[src/psp_pkg.sv]
// psp_pkg: shared types, constants and helpers for the psi section packetizer
// no dependencies; used by psp_front, psp_queue, psp_back and the top level
package psp_pkg;

  localparam int COUNTER_SLOTS_DEF = 2;
  localparam int QUEUE_DEPTH       = 2;

  localparam logic [7:0]  PACKET_BYTES  = 8'd188;
  localparam logic [7:0]  SYNC_BYTE     = 8'h47;
  localparam logic [3:0]  ADAPT_PAYLOAD = 4'h1;
  localparam logic [7:0]  STUFF_BYTE    = 8'hff;
  localparam logic [7:0]  POINTER_BYTE  = 8'h00;
  localparam logic [31:0] STUFF_WORD    = 32'hffff_ffff;

  // one command per input byte that yields at least one word
  typedef struct packed {
    logic        hdr_v;
    logic [31:0] hdr_word;
    logic        dat_v;
    logic [31:0] dat_word;
    logic        dat_pend;
    logic        dat_send;
    logic        stf_v;
    logic [31:0] stf_word;
    logic [5:0]  stf_cnt;
  } cmd_t;

  typedef enum logic [1:0] {
    BK_IDLE,
    BK_HDR,
    BK_DAT,
    BK_STF
  } bk_state_t;

  function automatic bk_state_t after_dat(cmd_t c);
    bk_state_t s;
    s = c.stf_v ? BK_STF : BK_IDLE;
    return s;
  endfunction

  function automatic bk_state_t after_hdr(cmd_t c);
    bk_state_t s;
    s = c.dat_v ? BK_DAT : after_dat(c);
    return s;
  endfunction

  function automatic bk_state_t first_phase(cmd_t c);
    bk_state_t s;
    s = c.hdr_v ? BK_HDR : after_hdr(c);
    return s;
  endfunction

endpackage

[src/psp_front.sv]
// psp_front: accepts section bytes, tracks section and packet position,
// and turns each byte into a word command; depends on psp_pkg
module psp_front #(
  parameter int COUNTER_SLOTS = psp_pkg::COUNTER_SLOTS_DEF
) (
  input  logic           clk,
  input  logic           rst_n,
  input  logic           in_valid,
  output logic           in_ready,
  input  logic [7:0]     in_section_byte,
  input  logic [12:0]    in_stream_pid,
  input  logic           in_counter_slot,
  output logic           q_push,
  output psp_pkg::cmd_t  q_data,
  input  logic           q_full
);

  localparam int CW = (COUNTER_SLOTS > 1) ? $clog2(COUNTER_SLOTS) : 1;

  logic [3:0]  cc_r [COUNTER_SLOTS];
  logic        in_section_r, in_section_nxt;
  logic [12:0] bs_r, bs_nxt;
  logic [12:0] total_r, total_nxt;
  logic [7:0]  pos_r, pos_nxt;
  logic [23:0] pend_r, pend_nxt;
  logic [1:0]  cnt_r, cnt_nxt;
  logic [12:0] pid_r, pid_nxt;
  logic        slot_r, slot_nxt;

  logic          accept, start, hdr_v, fin, slot;
  logic [12:0]   pid, bs, bs1, total, total_n;
  logic [CW-1:0] sidx;
  logic [3:0]    cc;
  logic [7:0]    p, p1, p2, aligned;
  logic [1:0]    c, c2;
  logic [23:0]   q, q2;
  psp_pkg::cmd_t cmd;

  assign in_ready = !q_full;
  assign accept   = in_valid && in_ready;

  always_comb begin
    start = !in_section_r;
    pid   = start ? in_stream_pid : pid_r;
    slot  = start ? in_counter_slot : slot_r;
    sidx  = (COUNTER_SLOTS == 1) ? '0 : CW'(slot);
    cc    = cc_r[sidx];
    hdr_v = start || (pos_r == 8'd0);

    p = pos_r;
    c = cnt_r;
    q = pend_r;
    if (hdr_v) begin
      p = 8'd4;
      c = 2'd0;
      q = 24'd0;
    end
    // first packet carries the pointer byte ahead of the payload
    if (start) begin
      p = 8'd5;
      c = 2'd1;
      q = {16'd0, psp_pkg::POINTER_BYTE};
    end

    bs      = start ? 13'd0 : bs_r;
    total   = start ? 13'd0 : total_r;
    total_n = total;
    if (bs == 13'd1) begin
      total_n = {1'b0, in_section_byte[3:0], 8'h00};
    end else if (bs == 13'd2) begin
      total_n = (total | {5'd0, in_section_byte}) + 13'd3;
    end
    bs1 = bs + 13'd1;
    fin = (bs1 >= 13'd3) && (bs1 >= total_n);

    p1           = p + 8'd1;
    cmd          = '0;
    cmd.hdr_v    = hdr_v;
    cmd.hdr_word = {psp_pkg::SYNC_BYTE, 1'b0, start, 1'b0, pid, psp_pkg::ADAPT_PAYLOAD, cc};
    cmd.dat_v    = (c == 2'd3);
    cmd.dat_word = {q, in_section_byte};
    cmd.dat_pend = cmd.dat_v && (p1 == psp_pkg::PACKET_BYTES);
    cmd.dat_send = fin && cmd.dat_pend;

    if (c == 2'd3) begin
      c2 = 2'd0;
      q2 = 24'd0;
      p2 = cmd.dat_pend ? 8'd0 : p1;
    end else begin
      c2 = c + 2'd1;
      q2 = {q[15:0], in_section_byte};
      p2 = p1;
    end

    // last byte short of the packet end: pad with stuffing
    cmd.stf_v = fin && (p1 < psp_pkg::PACKET_BYTES);
    case (c2)
      2'd0:    cmd.stf_word = psp_pkg::STUFF_WORD;
      2'd1:    cmd.stf_word = {q2[7:0], {3{psp_pkg::STUFF_BYTE}}};
      2'd2:    cmd.stf_word = {q2[15:0], {2{psp_pkg::STUFF_BYTE}}};
      default: cmd.stf_word = {q2, psp_pkg::STUFF_BYTE};
    endcase
    aligned     = p2 - {6'd0, c2};
    cmd.stf_cnt = 6'((psp_pkg::PACKET_BYTES - aligned) >> 2);

    q_data = cmd;
    q_push = accept && (cmd.hdr_v || cmd.dat_v || cmd.stf_v);

    in_section_nxt = in_section_r;
    bs_nxt         = bs_r;
    total_nxt      = total_r;
    pos_nxt        = pos_r;
    pend_nxt       = pend_r;
    cnt_nxt        = cnt_r;
    pid_nxt        = pid_r;
    slot_nxt       = slot_r;
    if (accept) begin
      pid_nxt   = pid;
      slot_nxt  = slot;
      total_nxt = total_n;
      if (fin) begin
        in_section_nxt = 1'b0;
        bs_nxt         = 13'd0;
        pos_nxt        = 8'd0;
        pend_nxt       = 24'd0;
        cnt_nxt        = 2'd0;
      end else begin
        in_section_nxt = 1'b1;
        bs_nxt         = bs1;
        pos_nxt        = p2;
        pend_nxt       = q2;
        cnt_nxt        = c2;
      end
    end
  end

  always_ff @(posedge clk) begin
    if (!rst_n) begin
      for (int i = 0; i < COUNTER_SLOTS; i++) begin
        cc_r[i] <= 4'd0;
      end
      in_section_r <= 1'b0;
      bs_r         <= 13'd0;
      total_r      <= 13'd0;
      pos_r        <= 8'd0;
      pend_r       <= 24'd0;
      cnt_r        <= 2'd0;
      pid_r        <= 13'd0;
      slot_r       <= 1'b0;
    end else begin
      if (accept && hdr_v) begin
        cc_r[sidx] <= cc + 4'd1;
      end
      in_section_r <= in_section_nxt;
      bs_r         <= bs_nxt;
      total_r      <= total_nxt;
      pos_r        <= pos_nxt;
      pend_r       <= pend_nxt;
      cnt_r        <= cnt_nxt;
      pid_r        <= pid_nxt;
      slot_r       <= slot_nxt;
    end
  end

endmodule

[src/psp_queue.sv]
// psp_queue: short command queue between front and back
// depends on psp_pkg for the command type and depth
module psp_queue (
  input  logic           clk,
  input  logic           rst_n,
  input  logic           push,
  input  psp_pkg::cmd_t  push_data,
  output logic           full,
  input  logic           pop,
  output psp_pkg::cmd_t  head,
  output logic           empty
);

  localparam int DEPTH = psp_pkg::QUEUE_DEPTH;
  localparam int AW    = (DEPTH > 1) ? $clog2(DEPTH) : 1;

  psp_pkg::cmd_t mem_r [DEPTH];
  logic [AW-1:0] wr_ptr_r, wr_ptr_nxt;
  logic [AW-1:0] rd_ptr_r, rd_ptr_nxt;
  logic [AW:0]   count_r, count_nxt;
  logic          do_push, do_pop;

  assign full    = (count_r == (AW+1)'(DEPTH));
  assign empty   = (count_r == '0);
  assign head    = mem_r[rd_ptr_r];
  assign do_push = push && !full;
  assign do_pop  = pop && !empty;

  always_comb begin
    wr_ptr_nxt = wr_ptr_r;
    rd_ptr_nxt = rd_ptr_r;
    count_nxt  = count_r;
    if (do_push) begin
      wr_ptr_nxt = (wr_ptr_r == AW'(DEPTH - 1)) ? '0 : wr_ptr_r + AW'(1);
    end
    if (do_pop) begin
      rd_ptr_nxt = (rd_ptr_r == AW'(DEPTH - 1)) ? '0 : rd_ptr_r + AW'(1);
    end
    if (do_push && !do_pop) begin
      count_nxt = count_r + (AW+1)'(1);
    end else if (do_pop && !do_push) begin
      count_nxt = count_r - (AW+1)'(1);
    end
  end

  always_ff @(posedge clk) begin
    if (do_push) begin
      mem_r[wr_ptr_r] <= push_data;
    end
  end

  always_ff @(posedge clk) begin
    if (!rst_n) begin
      wr_ptr_r <= '0;
      rd_ptr_r <= '0;
      count_r  <= '0;
    end else begin
      wr_ptr_r <= wr_ptr_nxt;
      rd_ptr_r <= rd_ptr_nxt;
      count_r  <= count_nxt;
    end
  end

endmodule

[src/psp_back.sv]
// psp_back: expands word commands into output beats through a registered
// output stage; depends on psp_pkg
module psp_back (
  input  logic           clk,
  input  logic           rst_n,
  input  logic           q_empty,
  input  psp_pkg::cmd_t  q_head,
  output logic           q_pop,
  output logic           out_valid,
  input  logic           out_ready,
  output logic [31:0]    out_ts_word,
  output logic           out_packet_end,
  output logic           out_section_end,
  output logic           out_last_in_burst
);

  psp_pkg::bk_state_t state_r, state_nxt;
  psp_pkg::cmd_t      cur_r, cur_nxt;
  logic [5:0]         stf_cnt_r, stf_cnt_nxt;
  logic               stf_first_r, stf_first_nxt;
  logic               valid_r, valid_nxt;
  logic [31:0]        word_r, word_nxt;
  logic               pend_r, pend_nxt;
  logic               send_r, send_nxt;
  logic               last_r, last_nxt;
  logic               out_free, emit, stf_last;
  logic [31:0]        e_word;
  logic               e_pend, e_send;

  assign out_free = !valid_r || out_ready;
  assign stf_last = (stf_cnt_r == 6'd1);

  always_comb begin
    state_nxt     = state_r;
    cur_nxt       = cur_r;
    stf_cnt_nxt   = stf_cnt_r;
    stf_first_nxt = stf_first_r;
    q_pop         = 1'b0;
    emit          = 1'b0;
    e_word        = cur_r.hdr_word;
    e_pend        = 1'b0;
    e_send        = 1'b0;

    case (state_r)
      psp_pkg::BK_IDLE: begin
        if (!q_empty) begin
          q_pop         = 1'b1;
          cur_nxt       = q_head;
          stf_cnt_nxt   = q_head.stf_cnt;
          stf_first_nxt = 1'b1;
          state_nxt     = psp_pkg::first_phase(q_head);
        end
      end
      psp_pkg::BK_HDR: begin
        if (out_free) begin
          emit      = 1'b1;
          state_nxt = psp_pkg::after_hdr(cur_r);
        end
      end
      psp_pkg::BK_DAT: begin
        if (out_free) begin
          emit      = 1'b1;
          e_word    = cur_r.dat_word;
          e_pend    = cur_r.dat_pend;
          e_send    = cur_r.dat_send;
          state_nxt = psp_pkg::after_dat(cur_r);
        end
      end
      psp_pkg::BK_STF: begin
        if (out_free) begin
          emit          = 1'b1;
          e_word        = stf_first_r ? cur_r.stf_word : psp_pkg::STUFF_WORD;
          e_pend        = stf_last;
          e_send        = stf_last;
          stf_first_nxt = 1'b0;
          stf_cnt_nxt   = stf_cnt_r - 6'd1;
          state_nxt     = stf_last ? psp_pkg::BK_IDLE : psp_pkg::BK_STF;
        end
      end
      default: begin
        state_nxt = psp_pkg::BK_IDLE;
      end
    endcase

    valid_nxt = valid_r && !out_ready;
    word_nxt  = word_r;
    pend_nxt  = pend_r;
    send_nxt  = send_r;
    last_nxt  = last_r;
    if (emit) begin
      valid_nxt = 1'b1;
      word_nxt  = e_word;
      pend_nxt  = e_pend;
      send_nxt  = e_send;
      last_nxt  = (state_nxt == psp_pkg::BK_IDLE);
    end
  end

  always_ff @(posedge clk) begin
    if (!rst_n) begin
      state_r <= psp_pkg::BK_IDLE;
      valid_r <= 1'b0;
    end else begin
      state_r <= state_nxt;
      valid_r <= valid_nxt;
    end
  end

  always_ff @(posedge clk) begin
    cur_r       <= cur_nxt;
    stf_cnt_r   <= stf_cnt_nxt;
    stf_first_r <= stf_first_nxt;
    word_r      <= word_nxt;
    pend_r      <= pend_nxt;
    send_r      <= send_nxt;
    last_r      <= last_nxt;
  end

  assign out_valid         = valid_r;
  assign out_ts_word       = word_r;
  assign out_packet_end    = pend_r;
  assign out_section_end   = send_r;
  assign out_last_in_burst = last_r;

endmodule

[src/psi_section_to_ts_packetizer_top.sv]
// Packs PSI section bytes into 188-byte transport packets, sent as 32-bit words with the
// earliest byte in the top bits. A byte is taken whenever the two-entry command queue
// has room; the back end picks up a command when idle and then sends one word per cycle
// while the receiver does not stall. The last byte of a section yields up to 47 words
// (header, data and stuffing to the packet end), one per cycle unless the receiver
// stalls. Continuity counters start at zero after reset and are kept per slot.
// top level: psp_front, psp_queue and psp_back; depends on psp_pkg
module psi_section_to_ts_packetizer_top #(
  parameter int COUNTER_SLOTS = psp_pkg::COUNTER_SLOTS_DEF
) (
  input  logic        clk,
  input  logic        rst_n,
  input  logic        in_valid,
  output logic        in_ready,
  input  logic [7:0]  in_section_byte,
  input  logic [12:0] in_stream_pid,
  input  logic        in_counter_slot,
  output logic        out_valid,
  input  logic        out_ready,
  output logic [31:0] out_ts_word,
  output logic        out_packet_end,
  output logic        out_section_end,
  output logic        out_last_in_burst
);

  psp_pkg::cmd_t push_data, head;
  logic          push, full, pop, empty;

  psp_front #(
    .COUNTER_SLOTS (COUNTER_SLOTS)
  ) u_front (
    .clk             (clk),
    .rst_n           (rst_n),
    .in_valid        (in_valid),
    .in_ready        (in_ready),
    .in_section_byte (in_section_byte),
    .in_stream_pid   (in_stream_pid),
    .in_counter_slot (in_counter_slot),
    .q_push          (push),
    .q_data          (push_data),
    .q_full          (full)
  );

  psp_queue u_queue (
    .clk       (clk),
    .rst_n     (rst_n),
    .push      (push),
    .push_data (push_data),
    .full      (full),
    .pop       (pop),
    .head      (head),
    .empty     (empty)
  );

  psp_back u_back (
    .clk               (clk),
    .rst_n             (rst_n),
    .q_empty           (empty),
    .q_head            (head),
    .q_pop             (pop),
    .out_valid         (out_valid),
    .out_ready         (out_ready),
    .out_ts_word       (out_ts_word),
    .out_packet_end    (out_packet_end),
    .out_section_end   (out_section_end),
    .out_last_in_burst (out_last_in_burst)
  );

endmodule

[config.mk]
export PLATFORM = sky130hd
export DESIGN_NAME = psi_section_to_ts_packetizer_top
export DESIGN_NICKNAME = d
export VERILOG_FILES = /design/src/psp_pkg.sv /design/src/psp_front.sv /design/src/psp_queue.sv /design/src/psp_back.sv /design/src/psi_section_to_ts_packetizer_top.sv
export SDC_FILE = /design/constraint.sdc
export NUM_CORES = 1
export LEC_CHECK = 0
export BUFFER_PORTS_ARGS = -buffer_cell sky130_fd_sc_hd__clkbuf_2
export CORE_ASPECT_RATIO = 1.75
export CORE_MARGIN = 2
export CORE_UTILIZATION = 40
export DETAILED_ROUTE_END_ITERATION = 10
export PLACE_DENSITY = 0.61
export SYNTH_ARGS = -nofsm -noshare
export SYNTH_HDL_FRONTEND = slang
export SYNTH_HIERARCHICAL = 1
export SYNTH_SLANG_ARGS = --single-unit
[constraint.sdc]
create_clock -name clk -period 17.1 [get_ports clk]
set_clock_uncertainty 0.05 [all_clocks]
set_input_delay 2.565 -clock clk [delete_from_list [all_inputs] [get_ports clk]]
set_output_delay 2.565 -clock clk [all_outputs]
set_load 0.005 [all_outputs]
Word level (Yosys, flattened, before mapping)
Memories as Yosys holds them, arrays and structs flattened. A register that Yosys moved wholly into a read port is not among the register bits.
Cells that the tools add are included.
{"block": "op_classes", "n_mux": 68, "bitwise": 2, "multipliers": 0, "add_sub_neg": 12, "n_reduce_logical": 34, "n_eq_ne": 13, "order_cmp": 3, "shift": 0, "div": 0}
{"operator": "$mux 24", "count": 4}
{"operator": "$mux 32", "count": 3}
{"operator": "$pmux 32 s3", "count": 1}
{"operator": "$mux 13", "count": 6}
{"operator": "$pmux 32 s2", "count": 1}
{"operator": "$mux 8", "count": 5}
{"operator": "$mux 2", "count": 16}
{"operator": "$mux 1", "count": 24}
{"operator": "$add 13x1->13 const B", "count": 1}
{"operator": "$add 13x2->13 const B", "count": 1}
{"operator": "$eq 13x1->1 const B", "count": 1}
{"operator": "$eq 13x2->1 const B", "count": 1}
{"operator": "$ge 13x13->1", "count": 1}
{"operator": "$ge 13x2->1 const B", "count": 1}
{"operator": "$or 13x8->13", "count": 1}
{"operator": "$logic_and 1x1->1", "count": 12}
{"operator": "$mux 6", "count": 2}
{"operator": "$pmux 6 s2", "count": 1}
{"operator": "$eq 2x2->1 const B", "count": 5}
{"operator": "$add 8x1->8 const B", "count": 1}
{"operator": "$eq 8x8->1 const B", "count": 1}
{"operator": "$logic_not 2->1", "count": 4}
{"operator": "$logic_not 8->1", "count": 1}
{"operator": "$lt 8x8->1 const B", "count": 1}
{"operator": "22 further kinds", "count": 37}
{"block": "word_totals", "memories": 2, "latch_bits": 0, "out_inout_bits": 37, "ram_bits": 194, "mem_bits_ro": 0, "ff_bits": 224, "word_cells": 160}
{"memory": "u_queue.mem_r", "depth": 2, "width": 93, "rd": 1, "rd_ports_with_merged_regs": 1, "wr": 1, "line_no": "psp_queue.sv:17", "rtl": "psp_pkg::cmd_t mem_r [DEPTH];"}
{"memory": "u_front.cc_r", "depth": 2, "width": 4, "rd": 1, "rd_ports_with_merged_regs": 0, "wr": 2, "line_no": "psp_front.sv:20", "rtl": "logic [3:0] cc_r [COUNTER_SLOTS];"}

Longest topological paths before layout
{"block": "depth", "word_depth": 15, "mapped_depth": 28}

Cells and area by module
The synthesis kept the hierarchy.
{"module": "psp_queue", "area_per_inst_um2": 8069.0, "seq_area_each_um2": 6526.3, "cells_per_inst": 358, "n_inst": 1}
{"module": "psp_front", "area_per_inst_um2": 5806.8, "seq_area_each_um2": 1741.7, "cells_per_inst": 728, "n_inst": 1}
{"module": "psp_back", "area_per_inst_um2": 5247.5, "seq_area_each_um2": 4324.1, "cells_per_inst": 320, "n_inst": 1}

Worst setup path before layout
No wires, ideal clock.
{"block": "synth_path", "path_kind": "in2reg", "startpoint": "in in_section_byte[0]", "endpoint": "mem u_queue/mem_r[0][0] (netlist name), enable pin", "slack_ns": 6.486, "setup_ns": 0.554, "stages": 15, "t_arrival_ns": 10.010, "required_time_ns": 16.496, "path_cell_list": "clkbuf_2 > a21oi_1 > ha_1 > nor4_2 > nand2_1 > or4_1 > o211ai_1 > o21ai_0 > ha_1 > nand4_1 > o41ai_2 > nand2_1 > o22ai_1 > inv_1 > nor3_2"}
{"block": "synth_via", "elab_chain_len": 12}
{"item": "start: declaration", "line_no": "psi_section_to_ts_packetizer_top.sv:15", "rtl": "input logic [7:0] in_section_byte,"}
{"item": "$or 13x8->13", "line_no": "psp_front.sv:71", "rtl": "total_n = (total | {5'd0, in_section_byte}) + 13'd3;"}
{"item": "$add 13x2->13", "line_no": "psp_front.sv:71"}
{"item": "$mux 13", "line_no": "psp_front.sv:70", "rtl": "end else if (bs == 13'd2) begin"}
{"item": "$mux 13 (*)", "line_no": "psp_front.sv:68", "rtl": "if (bs == 13'd1) begin"}
{"item": "$ge 13x13->1 (*)", "line_no": "psp_front.sv:74", "rtl": "fin = (bs1 >= 13'd3) && (bs1 >= total_n);"}
{"item": "$logic_and 1x1->1 (*)", "line_no": "psp_front.sv:74"}
{"item": "$logic_and 1x1->1 (*)", "line_no": "psp_front.sv:96", "rtl": "cmd.stf_v = fin && (p1 < psp_pkg::PACKET_BYTES);"}
{"item": "$logic_or 1x1->1 (*)", "line_no": "psp_front.sv:107", "rtl": "q_push = accept && (cmd.hdr_v || cmd.dat_v || cmd.stf_v);"}
{"item": "$logic_and 1x1->1 (*)", "line_no": "psp_front.sv:107"}
{"item": "net push", "line_no": "psi_section_to_ts_packetizer_top.sv:27", "rtl": "logic push, full, pop, empty;"}
{"item": "$logic_and 1x1->1 (*)", "line_no": "psp_queue.sv:26", "rtl": "assign do_push = push && !full;"}
{"item": "$mux 1 (*)", "line_no": "psp_queue.sv:47", "rtl": "if (do_push) begin"}
{"item": "$mux 1 (implied by the code) (*)", "line_no": "psp_queue.sv:48", "rtl": "mem_r[wr_ptr_r] <= push_data;"}
{"item": "end: declaration", "line_no": "psp_queue.sv:17"}
Mark *: on every way through the listed nets, which the timed path passes. The rest lies on a longest branch.

Final worst setup path
{"block": "layout_path", "startpoint": "in in_section_byte[0]", "endpoint": "mem u_queue/mem_r[0][5] (netlist name), enable pin"}
Same word-level chain as after synthesis.

==> results.py <==
metrics = {
    "route": {
        "drtAntennaViolNets": 0,
        "first_pass_iters": 5,
        "route.met3.wl_mm": 1.36,
        "wl_met1_mm": 15.4,
        "drc": 0,
        "route.final.wire_length_mm": 42.0,
        "met2_wirelength_mm": 23.4,
        "via_count": 11100,
        "wire_per_inst_um": 20.4,
        "top_layer_used": "met5",
        "drtIter0Drc": 715,
        "viasPerCell": 5.40,
    },
    "cells_and_area": {
        "drive_above_1_share": 0.204,
        "antennaDiodeCount": 0,
        "areaGrowthSynthToFinish_pct": 9.72,
        "layout.nets": 1486,
        "nFillCells": 4274,
    },
    "place": {
        "port-buffer-count": 62,
        "globalplace.congestion": 0.808,
        "dp_hpwl_mm": 27.2,
    },
    "timing": {
        "relSlewSlack": 0.264,
        "maxSlewViolCount": 0,
        "rsz0062_at_grt": "false",
        "tightest_slew_ns": 1.07,
        "fin_setup_tns_ns": 0,
        "finalCriticalPeriod_ns": 8.18,
        "setup_violations": 0,
        "max_freq_mhz": 122,
        "post-route-period-util": 0.478,
        "final-hold-violation-count": 0,
    },
    "synth": {
        "synth_cells": 1406,
        "avgSynthCellArea_um2": 13.6,
        "synth_area_um2": 19100,
        "async_reset_ff_frac": 0,
        "synth_seq_cells": 447,
        "ys.flop_type": "edfxtp_1",
        "yosysSeqAreaShare": 0.658,
        "synth.distinct_cells": 72,
        "synth_enable_flop_cells": 364,
        "yosysWarnings": 6,
    },
    "global_route": {
        "grtUsageTotal": 0.170,
        "antenna_found_initial": 2,
        "grt_max_degree": 67,
        "grt-ovfl-total": 0,
        "grt_pass1_wl_mm": 64.4,
        "grt_pass1_vias": 11400,
    },
    "worst_setup_path": {
        "ff2ff_setup_slack_ns": 9.87,
        "crit_path_end_kind": "register",
        "cpLargestDelayFamily": "simple AND/OR/NAND/NOR gates",
        "crit_top_cell": "nand2_1",
        "worstPathMaxFanout": 55,
        "worst-path-buf-inv": 4,
        "slowest_stage": "o41ai_2",
        "startpoint": "in_section_byte[0]",
        "cp-endpoint": "u_queue/mem_r[0][5]$_DFFE_PP_",
        "rr_worst_depth": 16,
        "cp.depth": 18,
        "reg2reg_from": "u_front/in_section_r$_SDFFE_PN0P_",
        "crit_chain": "clkbuf_2, a21oi_1, ha_1, nor4_2, nand2_1, nor4_4, nand3_2, xnor2_1, nand2_1, ha_1, nand4_1, o41ai_2, nand2_1, o22ai_1, inv_1, nor3_4, buf_4, buf_4",
        "worstPathArrival_ns": 8.29,
        "start_kind": "input port",
        "cp.required_ns": 17.21,
        "slowest_delay_ns": 0.78,
        "r2r_end": "u_queue/mem_r[0][5]$_DFFE_PP_",
        "path_class": "input port to register",
    },
    "clocking": {
        "clkLatencyLatePin_ns": 0.55,
        "htree_num_levels": 2,
        "cts_buffer_depth": 3,
        "cts_resized": 0,
        "post_cts_buffers": 0,
        "cts_sinks": 447,
        "cts_made_buffers": 40,
        "cts_tree": "yes",
        "hold_buffers": 0,
        "root_buffer": "clkbuf_16",
        "path_clk_slew_ns": 0.06,
    },
    "power_and_ir_drop": {
        "power_uw": 3370,
        "power.density_nw_per_um2": 161,
        "irDropWorstVdd_mv": 0.0686,
        "leakage_uw": 0.00721,
    },
    "run_status": {
        "outcome": "completed",
    },
    "die": {
        "core_area_um2": 47500,
        "initial_utilization": 0.403,
        "io_pins": 63,
        "die-area_um2": 49600,
        "die_h_um": 293,
        "die_x_um": 169,
        "num_rows": 106,
    },
    "flow_run": {
        "cap_violations": 0,
    },
    "min_path": {
        "holdCritPathClass": "register to register",
    },
}
==> cells in the final DEF, fill, tap and decap left out, types with 37 or more instances in the layout <==
cell | netlist | routed
edfxtp_1 | 364 | 364
nand2_1 | 113 | 111
clkbuf_2 | 3 | 62
o21ai_0 | 74 | 73
a21oi_1 | 61 | 60
mux2_2 | 94 | 94
nor2_1 | 81 | 79
o22ai_1 | 37 | 37
dfxtp_1 | 83 | 81
clkbuf_16 | 0 | 41
==> kinds of logic (layout without fill, tap and decap cells) <==
kind of cell | after synthesis | in the layout | share of synthesized area
flip-flops | 447 | 447 | 0.658
AND/OR/NAND/NOR | 348 | 348 | 0.0919
AO/OA/AOI/OAI | 271 | 271 | 0.0915
buffers and inverters | 146 | 184 | 0.0415
multiplexers | 133 | 133 | 0.0836
XOR/XNOR | 31 | 31 | 0.0142
adder cells (fa/ha/maj) | 28 | 28 | 0.0183
other | 2 | 22 | 0.000393
==> area by class of cell <==
type | instances | area (um^2) | area share
Inverter | 31 | 119 | 0.00567
Tap cell | 594 | 743 | 0.0354
Multi-Input combinational cell | 833 | 5840 | 0.279
Clock inverter | 20 | 125 | 0.00596
Timing Repair Buffer | 79 | 438 | 0.0209
Sequential cell | 447 | 12600 | 0.600
Clock buffer | 54 | 1110 | 0.0531
==> metal layers <==
layer,GRT usage,up-vias
met2,0.329,243
met4,0.0811,4
li1,-,5242
met3,0.0217,84
met5,0,-
met1,0.178,5530
==> state kept, by name (all words and copies together) (netlist names), 2 cells and up, named ones only <==
register,flops
u_back/cur_r,100
u_back/out_ts_word,32
u_back/state_r,2
u_back/stf_cnt_r,6
u_front/bs_r,13
u_front/cc_r,8
u_front/cnt_r,2
u_front/pend_r,24
u_front/pid_r,13
u_front/pos_r,8
u_front/total_r,13
u_queue/count_r,2
u_queue/mem_r,214
==> how the worst min path moves through the flow <==
| stage | end | cells after the start | start | slack (ns) |
|---|---|---|---|---|
| floorplan | u_front/pend_r[16]$_SDFFE_PN0P_ | 1 | u_front/pend_r[16]$_SDFFE_PN0P_ | 0.39 |
| global placement | u_front/pend_r[23]$_SDFFE_PN0P_ | 1 | u_front/pend_r[23]$_SDFFE_PN0P_ | 0.40 |
| detailed placement | u_front/cnt_r[1]$_SDFFE_PN0P_ | 1 | u_front/cnt_r[1]$_SDFFE_PN0P_ | 0.41 |
| CTS | u_front/pend_r[23]$_SDFFE_PN0P_ | 1 | u_front/pend_r[23]$_SDFFE_PN0P_ | 0.43 |
| global route | u_front/pend_r[23]$_SDFFE_PN0P_ | 1 | u_front/pend_r[23]$_SDFFE_PN0P_ | 0.44 |
| finish | u_front/pend_r[23]$_SDFFE_PN0P_ | 1 | u_front/pend_r[23]$_SDFFE_PN0P_ | 0.42 |
==> through the flow <==
| stage | std cells | worst slack (ns) | area (um^2) | hold slack (ns) | util |
|---|---|---|---|---|---|
| after floorplan | 1426 | 6.49 | 19200 | 0.391 | - |
| after global placement | 1984 | 8.54 | 19700 | 0.404 | 0.416 |
| after detailed placement | 1984 | 8.41 | 19700 | 0.406 | 0.416 |
| after CTS | 2058 | 8.96 | 21000 | 0.430 | 0.442 |
| after global routing | 2058 | 8.53 | 21000 | 0.440 | 0.442 |
| final | 2058 | 8.92 | 21000 | 0.425 | 0.442 |
==> power breakdown <==
group	switching, uW	leakage (uW)	total [uW]	internal, uW
sequential	117	0.00400	1730	1620
clock	393	0.000612	857	464
combinational	482	0.00260	782	300
total	992	0.00721	3370	2380
==> cell usage after synthesis (all sizes together) (30+ instances only) <==
library cell  number  area share
and2              31       0.010
a21oi             63       0.017
a22o              31       0.014
nor2              82       0.016
o21ai             80       0.021
clkbuf            43      0.0086
dfxtp             83       0.087
inv               30      0.0059
edfxtp           364        0.57
o22ai             37       0.012
buf               72       0.027
nand2            113       0.022
mux2             124       0.079
==> worst reg2reg max path: stages, from the launching register on <==
cell and delay (ns):
dfxtp_2 0.93, buf_4 0.44, inv_2 0.29, a211o_1 0.39, or4_1 0.61, nor4_2 0.35, xor2_1 0.18, a22oi_1 0.09
ha_1 0.33, nand4_1 0.11, o41ai_2 0.78, nand2_1 0.24, o22ai_1 0.28, inv_1 0.13, nor3_4 0.16, buf_4 0.64
buf_4 0.80
Power figures use the tool's default switching activity.
